[config.mk]
export PLATFORM = sky130hd
export DESIGN_NAME = pedal_power_cadence_kalman_flat
export DESIGN_NICKNAME = d
export VERILOG_FILES = /design/src/rtl/ppck_pkg.sv /design/src/rtl/ppck_if.sv /design/src/rtl/pedal_power_cadence_kalman.sv /design/src/flat_wrapper.sv
export SDC_FILE = /design/constraint.sdc
export NUM_CORES = 2
export LEC_CHECK = 0
export BUFFER_PORTS_ARGS = -buffer_cell sky130_fd_sc_hd__clkbuf_2
export CAP_MARGIN = 20
export CORE_MARGIN = 4
export CORE_UTILIZATION = 68
export CTS_BUF_LIST = sky130_fd_sc_hd__clkbuf_2 sky130_fd_sc_hd__clkbuf_4 sky130_fd_sc_hd__clkbuf_8
export DETAILED_ROUTE_END_ITERATION = 8
export PLACE_DENSITY = 0.89
export SLEW_MARGIN = 40
export SYNTH_ARGS = -nofsm -noshare
export SYNTH_HDL_FRONTEND = slang
export SYNTH_SLANG_ARGS = --single-unit
[constraint.sdc]
create_clock -name clock -period 28.6 [get_ports clock]
set_input_delay 5.72 -clock clock [delete_from_list [all_inputs] [get_ports clock]]
set_output_delay 5.72 -clock clock [all_outputs]
set_load 0.02 [all_outputs]
[src/rtl/ppck_pkg.sv]
// shared types, register indexes and constants for the pedal power cadence filter
// no dependencies
package ppck_pkg;

   localparam int TIME_W = 32;
   localparam int VOLT_W = 16;
   localparam int WORD_W = 16;
   localparam int CSR_ADDR_W = 3;
   localparam int CSR_DATA_W = 32;

   localparam logic [CSR_ADDR_W-1:0] REG_DEBOUNCE   = 3'd0;
   localparam logic [CSR_ADDR_W-1:0] REG_CALIB      = 3'd1;
   localparam logic [CSR_ADDR_W-1:0] REG_PROC_NOISE = 3'd2;
   localparam logic [CSR_ADDR_W-1:0] REG_MEAS_NOISE = 3'd3;
   localparam logic [CSR_ADDR_W-1:0] REG_INIT_COV   = 3'd4;
   localparam logic [CSR_ADDR_W-1:0] REG_INIT_EST   = 3'd5;

   localparam logic [15:0] RST_DEBOUNCE   = 16'd200;
   localparam logic [23:0] RST_CALIB      = 24'd36239;
   localparam logic [31:0] RST_PROC_NOISE = 32'd655;
   localparam logic [31:0] RST_MEAS_NOISE = 32'd65536;
   localparam logic [31:0] RST_INIT_COV   = 32'd65536;
   localparam logic [15:0] RST_INIT_EST   = 16'd0;

   // ms per minute, numerator of the cadence division
   localparam logic [15:0] MS_PER_MIN = 16'd60000;

   typedef struct packed {
      logic [TIME_W-1:0]        timestamp_ms;
      logic signed [VOLT_W-1:0] strain_mv;
   } req_word_type;

   typedef struct packed {
      logic              accepted;
      logic [WORD_W-1:0] smoothed_power;
      logic [WORD_W-1:0] cadence_rpm;
   } rsp_word_type;

   // Q16.16 estimate to watts, round half up, saturate
   function automatic logic [WORD_W-1:0] round_est(input logic [31:0] x);
      logic [32:0] r;
      r = {1'b0, x} + 33'd32768;
      return r[32] ? 16'hffff : r[31:16];
   endfunction

endpackage

[src/rtl/ppck_if.sv]
// valid/ready channel interfaces for request and response words
// depends on ppck_pkg
interface ppck_req_if;
   import ppck_pkg::*;
   logic         valid;
   logic         ready;
   req_word_type data;
   modport source (output valid, output data, input ready);
   modport sink   (input valid, input data, output ready);
endinterface

interface ppck_rsp_if;
   import ppck_pkg::*;
   logic         valid;
   logic         ready;
   rsp_word_type data;
   modport source (output valid, output data, input ready);
   modport sink   (input valid, input data, output ready);
endinterface

[src/rtl/pedal_power_cadence_kalman.sv]
// pedal event debounce, cadence, raw power and scalar kalman smoother
// depends on ppck_pkg and the channel interfaces in ppck_if
//
//  channel   dir  word                                   accepted when
//  req_ch    in   timestamp_ms, strain_mv                valid && ready
//  rsp_ch    out  accepted, smoothed_power, cadence_rpm  valid && ready
//  csr_*     in   index 0..5, data up to 32 bits         csr_we high
//
// one word at a time: an ignored event only runs the debounce check; an accepted event
// runs a 16-step cadence division (not on the first event), four passes through one
// 32x24 multiplier and a 17-step gain division; either may then wait on rsp
// reset is synchronous and clears all filter state and restores the
// register defaults; a finished word waits in the rsp register while
// the next request may already be taken
module pedal_power_cadence_kalman (
   input  logic                               clock,
   input  logic                               reset,
   ppck_req_if.sink                           req_ch,
   ppck_rsp_if.source                         rsp_ch,
   input  logic                               csr_we,
   input  logic [ppck_pkg::CSR_ADDR_W-1:0]    csr_index,
   input  logic [ppck_pkg::CSR_DATA_W-1:0]    csr_wdata
);
   import ppck_pkg::*;

   typedef enum logic [3:0] {
      S_IDLE, S_CHECK, S_CDIV, S_MUL1, S_MUL2, S_PRED,
      S_KDIV, S_MULK, S_XUPD, S_PUPD, S_FINISH
   } state_type;

   // configuration
   logic [15:0] deb_ff;
   logic [23:0] calib_ff;
   logic [31:0] q_ff, r_ff, icov_ff;
   logic [15:0] iest_ff;

   // filter state
   state_type   state_ff, state_in;
   logic        have_last_ff;
   logic [31:0] last_ff;
   logic [15:0] cad_ff;
   logic [31:0] x_ff, cov_ff;

   // per-word working registers
   logic [31:0] t_ff;
   logic [14:0] v_ff;
   logic        acc_ff;
   logic [15:0] raw_ff, k_ff;
   logic [31:0] p_ff;
   logic        zge_ff;
   logic [55:0] prod_ff, prod_in;
   logic [31:0] mul_a;
   logic [23:0] mul_b;

   // shared restoring divider
   logic [32:0] rem_ff, dvs_ff;
   logic [16:0] num_ff, quo_ff;
   logic [4:0]  cnt_ff;
   logic [33:0] trial;
   logic        div_ge;
   logic [33:0] trial_sub;
   logic [16:0] quo_in;

   logic        rsp_valid_ff;
   rsp_word_type rsp_ff;

   logic        req_fire;
   logic [31:0] delta;
   logic [32:0] p_sum;
   logic [31:0] p_sat;
   logic [32:0] den;
   logic [31:0] z;
   logic [33:0] x_up;
   logic [49:0] dn_round;
   logic [31:0] x_dn;
   logic [31:0] d_mag;

   assign req_ch.ready = (state_ff == S_IDLE);
   assign req_fire     = req_ch.valid && req_ch.ready;
   assign rsp_ch.valid = rsp_valid_ff;
   assign rsp_ch.data  = rsp_ff;

   assign delta = t_ff - last_ff;

   // divider step: shift one numerator bit in, subtract when it fits
   assign trial     = {rem_ff, num_ff[16]};
   assign div_ge    = trial >= {1'b0, dvs_ff};
   assign trial_sub = trial - {1'b0, dvs_ff};
   assign quo_in    = {quo_ff[15:0], div_ge};

   // predict: covariance plus process noise, saturated
   assign p_sum = {1'b0, cov_ff} + {1'b0, q_ff};
   assign p_sat = p_sum[32] ? 32'hffff_ffff : p_sum[31:0];
   assign den   = {1'b0, p_sat} + {1'b0, r_ff};

   assign z     = {raw_ff, 16'd0};
   assign d_mag = zge_ff ? (z - x_ff) : (x_ff - z);

   assign x_up     = {2'b00, x_ff} + {1'b0, prod_ff[48:16]};
   assign dn_round = {1'b0, prod_ff[48:0]} + 50'd65535;
   assign x_dn     = x_ff - dn_round[47:16];

   // operand select for the shared multiplier
   always_comb begin
      mul_a = 32'd0;
      mul_b = 24'd0;
      case (state_ff)
         S_MUL1: begin
            mul_a = {16'd0, cad_ff};
            mul_b = {9'd0, v_ff};
         end
         S_MUL2: begin
            mul_a = prod_ff[31:0];
            mul_b = calib_ff;
         end
         S_MULK: begin
            mul_a = d_mag;
            mul_b = {8'd0, k_ff};
         end
         S_XUPD: begin
            mul_a = p_ff;
            mul_b = {7'd0, 17'h10000 - {1'b0, k_ff}};
         end
         default: begin
            mul_a = 32'd0;
            mul_b = 24'd0;
         end
      endcase
   end

   assign prod_in = {24'd0, mul_a} * {32'd0, mul_b};

   // configuration writes
   always_ff @(posedge clock) begin
      if (reset) begin
         deb_ff   <= RST_DEBOUNCE;
         calib_ff <= RST_CALIB;
         q_ff     <= RST_PROC_NOISE;
         r_ff     <= RST_MEAS_NOISE;
         icov_ff  <= RST_INIT_COV;
         iest_ff  <= RST_INIT_EST;
      end else if (csr_we) begin
         case (csr_index)
            REG_DEBOUNCE:   deb_ff   <= csr_wdata[15:0];
            REG_CALIB:      calib_ff <= csr_wdata[23:0];
            REG_PROC_NOISE: q_ff     <= csr_wdata;
            REG_MEAS_NOISE: r_ff     <= csr_wdata;
            REG_INIT_COV:   icov_ff  <= csr_wdata;
            REG_INIT_EST:   iest_ff  <= csr_wdata[15:0];
            default: ;
         endcase
      end
   end

   // sequencer next state
   always_comb begin
      state_in = state_ff;
      case (state_ff)
         S_IDLE:  if (req_fire) state_in = S_CHECK;
         S_CHECK: begin
            if (have_last_ff && (delta < {16'd0, deb_ff})) state_in = S_FINISH;
            else if (have_last_ff && (delta != 32'd0))     state_in = S_CDIV;
            else                                           state_in = S_MUL1;
         end
         S_CDIV:  if (cnt_ff == 5'd0) state_in = S_MUL1;
         S_MUL1:  state_in = S_MUL2;
         S_MUL2:  state_in = S_PRED;
         S_PRED:  state_in = (den == 33'd0) ? S_MULK : S_KDIV;
         S_KDIV:  if (cnt_ff == 5'd0) state_in = S_MULK;
         S_MULK:  state_in = S_XUPD;
         S_XUPD:  state_in = S_PUPD;
         S_PUPD:  state_in = S_FINISH;
         S_FINISH: if (!rsp_valid_ff || rsp_ch.ready) state_in = S_IDLE;
         default: state_in = S_IDLE;
      endcase
   end

   always_ff @(posedge clock) begin
      if (reset) begin
         state_ff     <= S_IDLE;
         have_last_ff <= 1'b0;
         last_ff      <= 32'd0;
         cad_ff       <= 16'd0;
         x_ff         <= 32'd0;
         cov_ff       <= 32'd0;
         rsp_valid_ff <= 1'b0;
      end else begin
         state_ff <= state_in;
         prod_ff  <= prod_in;
         // load a finished word, else drop valid once it is taken
         if (state_ff == S_FINISH && (!rsp_valid_ff || rsp_ch.ready)) rsp_valid_ff <= 1'b1;
         else if (rsp_ch.ready)                                        rsp_valid_ff <= 1'b0;

         case (state_ff)
            S_IDLE: if (req_fire) begin
               t_ff <= req_ch.data.timestamp_ms;
               v_ff <= req_ch.data.strain_mv[15] ? 15'd0 : req_ch.data.strain_mv[14:0];
            end
            S_CHECK: begin
               if (have_last_ff && (delta < {16'd0, deb_ff})) begin
                  acc_ff <= 1'b0;
               end else begin
                  acc_ff       <= 1'b1;
                  have_last_ff <= 1'b1;
                  last_ff      <= t_ff;
                  if (!have_last_ff) begin
                     x_ff   <= {iest_ff, 16'd0};
                     cov_ff <= icov_ff;
                  end
                  // cadence division, 16 quotient bits
                  rem_ff <= 33'd0;
                  dvs_ff <= {1'b0, delta};
                  num_ff <= {MS_PER_MIN, 1'b0};
                  quo_ff <= 17'd0;
                  cnt_ff <= 5'd15;
               end
            end
            S_CDIV, S_KDIV: begin
               rem_ff <= div_ge ? trial_sub[32:0] : trial[32:0];
               num_ff <= {num_ff[15:0], 1'b0};
               quo_ff <= quo_in;
               cnt_ff <= cnt_ff - 5'd1;
               if (cnt_ff == 5'd0) begin
                  if (state_ff == S_CDIV) cad_ff <= quo_in[15:0];
                  else                    k_ff   <= quo_in[16] ? 16'hffff : quo_in[15:0];
               end
            end
            S_PRED: begin
               raw_ff <= (|prod_ff[55:40]) ? 16'hffff : prod_ff[39:24];
               p_ff   <= p_sat;
               k_ff   <= 16'd0;
               // gain division, 17 quotient bits, upper numerator bits preloaded
               rem_ff <= {2'b00, p_sat[31:1]};
               dvs_ff <= den;
               num_ff <= {p_sat[0], 16'd0};
               quo_ff <= 17'd0;
               cnt_ff <= 5'd16;
            end
            S_MULK: ;
            S_XUPD: begin
               if (zge_ff) x_ff <= (|x_up[33:32]) ? 32'hffff_ffff : x_up[31:0];
               else        x_ff <= x_dn;
            end
            S_PUPD: cov_ff <= prod_ff[47:16];
            S_FINISH: if (!rsp_valid_ff || rsp_ch.ready) begin
               rsp_ff.accepted       <= acc_ff;
               rsp_ff.smoothed_power <= round_est(x_ff);
               rsp_ff.cadence_rpm    <= cad_ff;
            end
            default: ;
         endcase
      end
   end

   // innovation sign is taken once the raw power is known
   always_ff @(posedge clock) begin
      if (state_ff == S_PRED) zge_ff <= {(prod_ff[55:40] != 16'd0) ? 16'hffff
                                          : prod_ff[39:24], 16'd0} >= x_ff;
   end

   // a taken request always starts the debounce check
   a_fire_check: assert property (@(posedge clock) disable iff (reset)
      req_fire |=> state_ff == S_CHECK) else $error("request not checked");

   // the measurement update never grows the covariance
   a_cov_shrinks: assert property (@(posedge clock) disable iff (reset)
      state_ff == S_PUPD |=> cov_ff <= $past(p_ff)) else $error("covariance grew");

   // once an event is taken the block stays primed until reset
   a_have_last: assert property (@(posedge clock) disable iff (reset)
      !$fell(have_last_ff)) else $error("have_last dropped");

   // an ignored event leaves the filter estimate untouched
   a_ignored: assert property (@(posedge clock) disable iff (reset)
      (state_ff == S_CHECK && have_last_ff && delta < {16'd0, deb_ff})
      |=> $stable(x_ff) && $stable(cad_ff)) else $error("ignored event changed state");

endmodule
[src/flat_wrapper.sv]
// flat-port wrapper written by rule: the top's interface ports become plain ports
module pedal_power_cadence_kalman_flat import ppck_pkg::*;
  (clock, reset, csr_we, csr_index, csr_wdata, req_ch_valid, req_ch_data, req_ch_ready, rsp_ch_valid, rsp_ch_data, rsp_ch_ready);
  ppck_req_if req_ch_i ();
  ppck_rsp_if rsp_ch_i ();
  input  logic clock;
  input  logic reset;
  input  logic csr_we;
  input  logic [ppck_pkg::CSR_ADDR_W-1:0] csr_index;
  input  logic [ppck_pkg::CSR_DATA_W-1:0] csr_wdata;
  input wire logic [$bits(req_ch_i.valid)-1:0] req_ch_valid;
  input wire logic [$bits(req_ch_i.data)-1:0] req_ch_data;
  output wire logic [$bits(req_ch_i.ready)-1:0] req_ch_ready;
  output wire logic [$bits(rsp_ch_i.valid)-1:0] rsp_ch_valid;
  output wire logic [$bits(rsp_ch_i.data)-1:0] rsp_ch_data;
  input wire logic [$bits(rsp_ch_i.ready)-1:0] rsp_ch_ready;
  assign req_ch_i.valid = req_ch_valid;
  assign req_ch_i.data = req_ch_data;
  assign req_ch_ready = req_ch_i.ready;
  assign rsp_ch_valid = rsp_ch_i.valid;
  assign rsp_ch_data = rsp_ch_i.data;
  assign rsp_ch_i.ready = rsp_ch_ready;
  pedal_power_cadence_kalman u_core (.clock(clock), .reset(reset), .req_ch(req_ch_i), .rsp_ch(rsp_ch_i), .csr_we(csr_we), .csr_index(csr_index), .csr_wdata(csr_wdata));
endmodule
==> reports/metrics.cfg <==
[route]
wl_um = 195000
vias = 52500
drt_iter0_markers = 6212
first_pass_iters = 9
antenna_left = 0
routed_via_density = 6.46
wl_per_cell_um = 24.0
post-route-drc-count = 0

[critical_path]
cpMaxStageDelayCell = a221o_2
worst_setup_path_end_kind = register
critical_path_arrival_ps = 11410
cp_num_buf_inv = 4
critPathLaunchType = register
cpMostUsedCell = fa_1
cp_top_family = adder cells
crit_fanout = 59
criticalPathCategory = register to register
worstPathRequired_ps = 29050
cpPeakStageDelay_ps = 750

[logic_synthesis]
yosysWarningCount = 0
synth_xor_area_frac = 0.0385
synth_edf_count = 300
netlist_area_mm2 = 0.0600
synth_top_family_by_area = adder cells
ys.flop_type = edfxtp_1
synth_cell_types = 100
syn-mean-instance-area_um2 = 8.70
yosys.area_share.adder = 0.313
yosysSeqAreaShare = 0.240
synth-compound-area-share = 0.144
syn_inst = 6900
synthArstFlopShare = 0
synthSimpleGateAreaFrac = 0.172
ys_ff_latch = 570
syn_nets = 8092
synthMuxAreaShare = 0.0111

[layout]
final_cell_mix = nand2_1, inv_1, fa_1, ha_1, nor2_1
drive_above_1_share = 0.0811
post-route-util = 0.735
nets = 8079
mostFrequentLayoutCell = nand2_1
syn2layout_area_growth_pct = 6.72
instances_no_fill = 8124

[timing]
tightest_slew_ps = 898
setup_viol = 0
fin_crit_ps = 10960
clock_skew_ps = 62.9
tns_ps = 0
whs_ps = 454
maxSlewHeadroom = 0.401
hold_violations = 0
rsz0062_at_grt = false
period_share = 0.383
slew_violations = 0
fmax_mhz = 91.2

[global_route]
grt_busiest_layer = met2
grt-ovfl-total = 0
use_met2 = 0.637
gr-usage-met3 = 0.118
grt_util_met1 = 0.506
grt_usage = 0.413
antenna_found_initial = 6
grt_pass1_wl_um = 298000
grt_pass1_vias = 52400
grt_start_max_net_pins = 176

[clock_tree]
postCtsSetupBuffers = 0
root_buffer = clkbuf_8
htreeDepth = 3
cts_sinks = 570
cts_tree = yes
cts_hold_buf = 0
clk_transition_reported_paths_ps = 70
cts.path.max_buffers = 3
cts-resized-gates = 0
insertion_delay_ps = 740
cts-buffers-inserted = 96

[floorplanning]
rows = 108
fp.dieW_um = 305
start_util = 0.689
coreArea_mm2 = 0.0872
io_pins = 123
dieArea_mm2 = 0.0931
fp.dieH_um = 305

[pwr]
p_sw_frac = 0.311
power.internal_uw = 1560
vdd_drop_max_v = 0.0000608
power_density_mw_per_mm2 = 35.4
power.switching_uw = 705
cellLeakagePower_uw = 0.0292
p_clk_frac = 0.386
p_comb_frac = 0.199
power_frac_seq = 0.414

[placement]
dp_hpwl_um = 147000
post-place-cells = 7943
io_buffers = 122
gp_congestion = 1.04

[status]
status = finished, final reports clean

[min_path]
hold_path_class = register to register

[job]
maxCapViolCount = 0

-- power groups by stage --
| stage | logic [uW] | clock network (uW) | registers (uW) |
|---|---|---|---|
| after global routing | 482 | 913 | 940 |
| after detailed placement | 432 | 0 | 953 |
| after global placement | 420 | 0 | 952 |
| after CTS | 436 | 875 | 936 |
| final | 452 | 875 | 939 |
| after floorplan | 303 | 0 | 939 |
-- path summary, 6_finish.rpt --
path | startpoint | end | slack [ps] | cells past startpoint
worst max-delay path | u_core.state_ff[1] | u_core.prod_ff[55] | 17640 | 31
worst min-delay path | u_core.deb_ff[11] | u_core.deb_ff[11] | 450 | 2
worst max register to register | u_core.state_ff[1] | u_core.prod_ff[55] | 17640 | 31
worst min register to register | u_core.deb_ff[11] | u_core.deb_ff[11] | 450 | 2
-- cell type report --
type                       count  area, um^2
clock inverter                41         546
antenna                        3        7.51
clock buffer                 136        1740
timing repair buffer         213        1320
sequential                   570       14400
inverter                     962        3610
tap                         1155        1450
multi-input combinational   5044       41000
fill                        6274       23100
-- state kept, by name (all words and copies together), names as in the netlist, 24 cells and up --
register / count
u_core.calib_ff: 24
u_core.cov_ff: 32
u_core.dvs_ff: 33
u_core.icov_ff: 32
u_core.last_ff: 32
u_core.p_ff: 32
u_core.prod_ff: 56
u_core.q_ff: 32
u_core.r_ff: 32
u_core.rem_ff: 33
u_core.rsp_ch.data: 33
u_core.t_ff: 32
u_core.x_ff: 32
-- synthesized netlist by cell type, types with 16 or more instances --
cell | instances | area [um^2]
o21ai_0 | 190 | 951
o31ai_1 | 21 | 158
o211ai_1 | 21 | 158
nand3_2 | 29 | 290
dfxtp_1 | 270 | 5410
or2_2 | 38 | 238
nor4_1 | 17 | 106
a22oi_1 | 34 | 255
nand3_1 | 97 | 485
o221ai_1 | 17 | 149
buf_1 | 18 | 67.6
buf_2 | 16 | 80.1
a311oi_1 | 38 | 333
nand2b_1 | 39 | 244
clkbuf_1 | 283 | 1060
mux2i_1 | 62 | 621
nor3_1 | 56 | 280
and3_1 | 61 | 382
inv_1 | 959 | 3600
nand2_1 | 1222 | 4590
a21oi_2 | 26 | 228
and2_1 | 131 | 820
o2bb2ai_1 | 21 | 184
a21o_1 | 157 | 1180
a211oi_1 | 29 | 218
o21a_1 | 55 | 413
edfxtp_1 | 300 | 9010
fa_1 | 665 | 13300
xor2_1 | 115 | 1010
a31oi_1 | 44 | 275
o21ai_1 | 53 | 265
a21boi_0 | 16 | 120
or3_1 | 26 | 163
nor2_1 | 421 | 1580
nand4_1 | 39 | 244
o21bai_1 | 30 | 225
a21oi_1 | 412 | 2060
xnor2_1 | 149 | 1310
nor2b_1 | 67 | 419
ha_1 | 439 | 5490
-- per-layer routing --
metal  up-vias  part of all wire  wire length [um]
li1      22700                 -                 -
met1     25100              0.35             67300
met2      3628              0.44             85400
met3      1010              0.13             25100
met4         6             0.088             17200
met5         -           0.00018                36
-- stage by stage --
| step | power, uW | cell area, um^2 | setup WS, ps |
|---|---|---|---|
| after floorplan | 1240 | 60000 | 17230 |
| after global placement | 1370 | 61700 | 17790 |
| after detailed placement | 1380 | 61700 | 17710 |
| after CTS | 2250 | 64000 | 17700 |
| after global routing | 2340 | 64000 | 17160 |
| final | 2270 | 64000 | 17640 |
-- worst register-to-register path, delay by kind of cell, from the launching register on --
| family | cells | cell delay [ps] |
|---|---|---|
| flops | 1 | 480 |
| compound gates | 7 | 2480 |
| fa+ha+maj | 8 | 3950 |
| buf+inv | 4 | 760 |
| simple gates | 12 | 3040 |
-- logic make-up (layout without fill, tap and decap cells) --
group | count (synthesis) | after routing
and+or+nand+nor | 2295 | 2295
AOI/OAI and AO/OA | 1315 | 1315
buffers and inverters | 1286 | 1352
adders and majority gates | 1104 | 1104
DFF | 570 | 570
xor gates and xnor gates | 264 | 264
muxes | 66 | 66
other | 0 | 3
(Power assumes the default switching activity.)
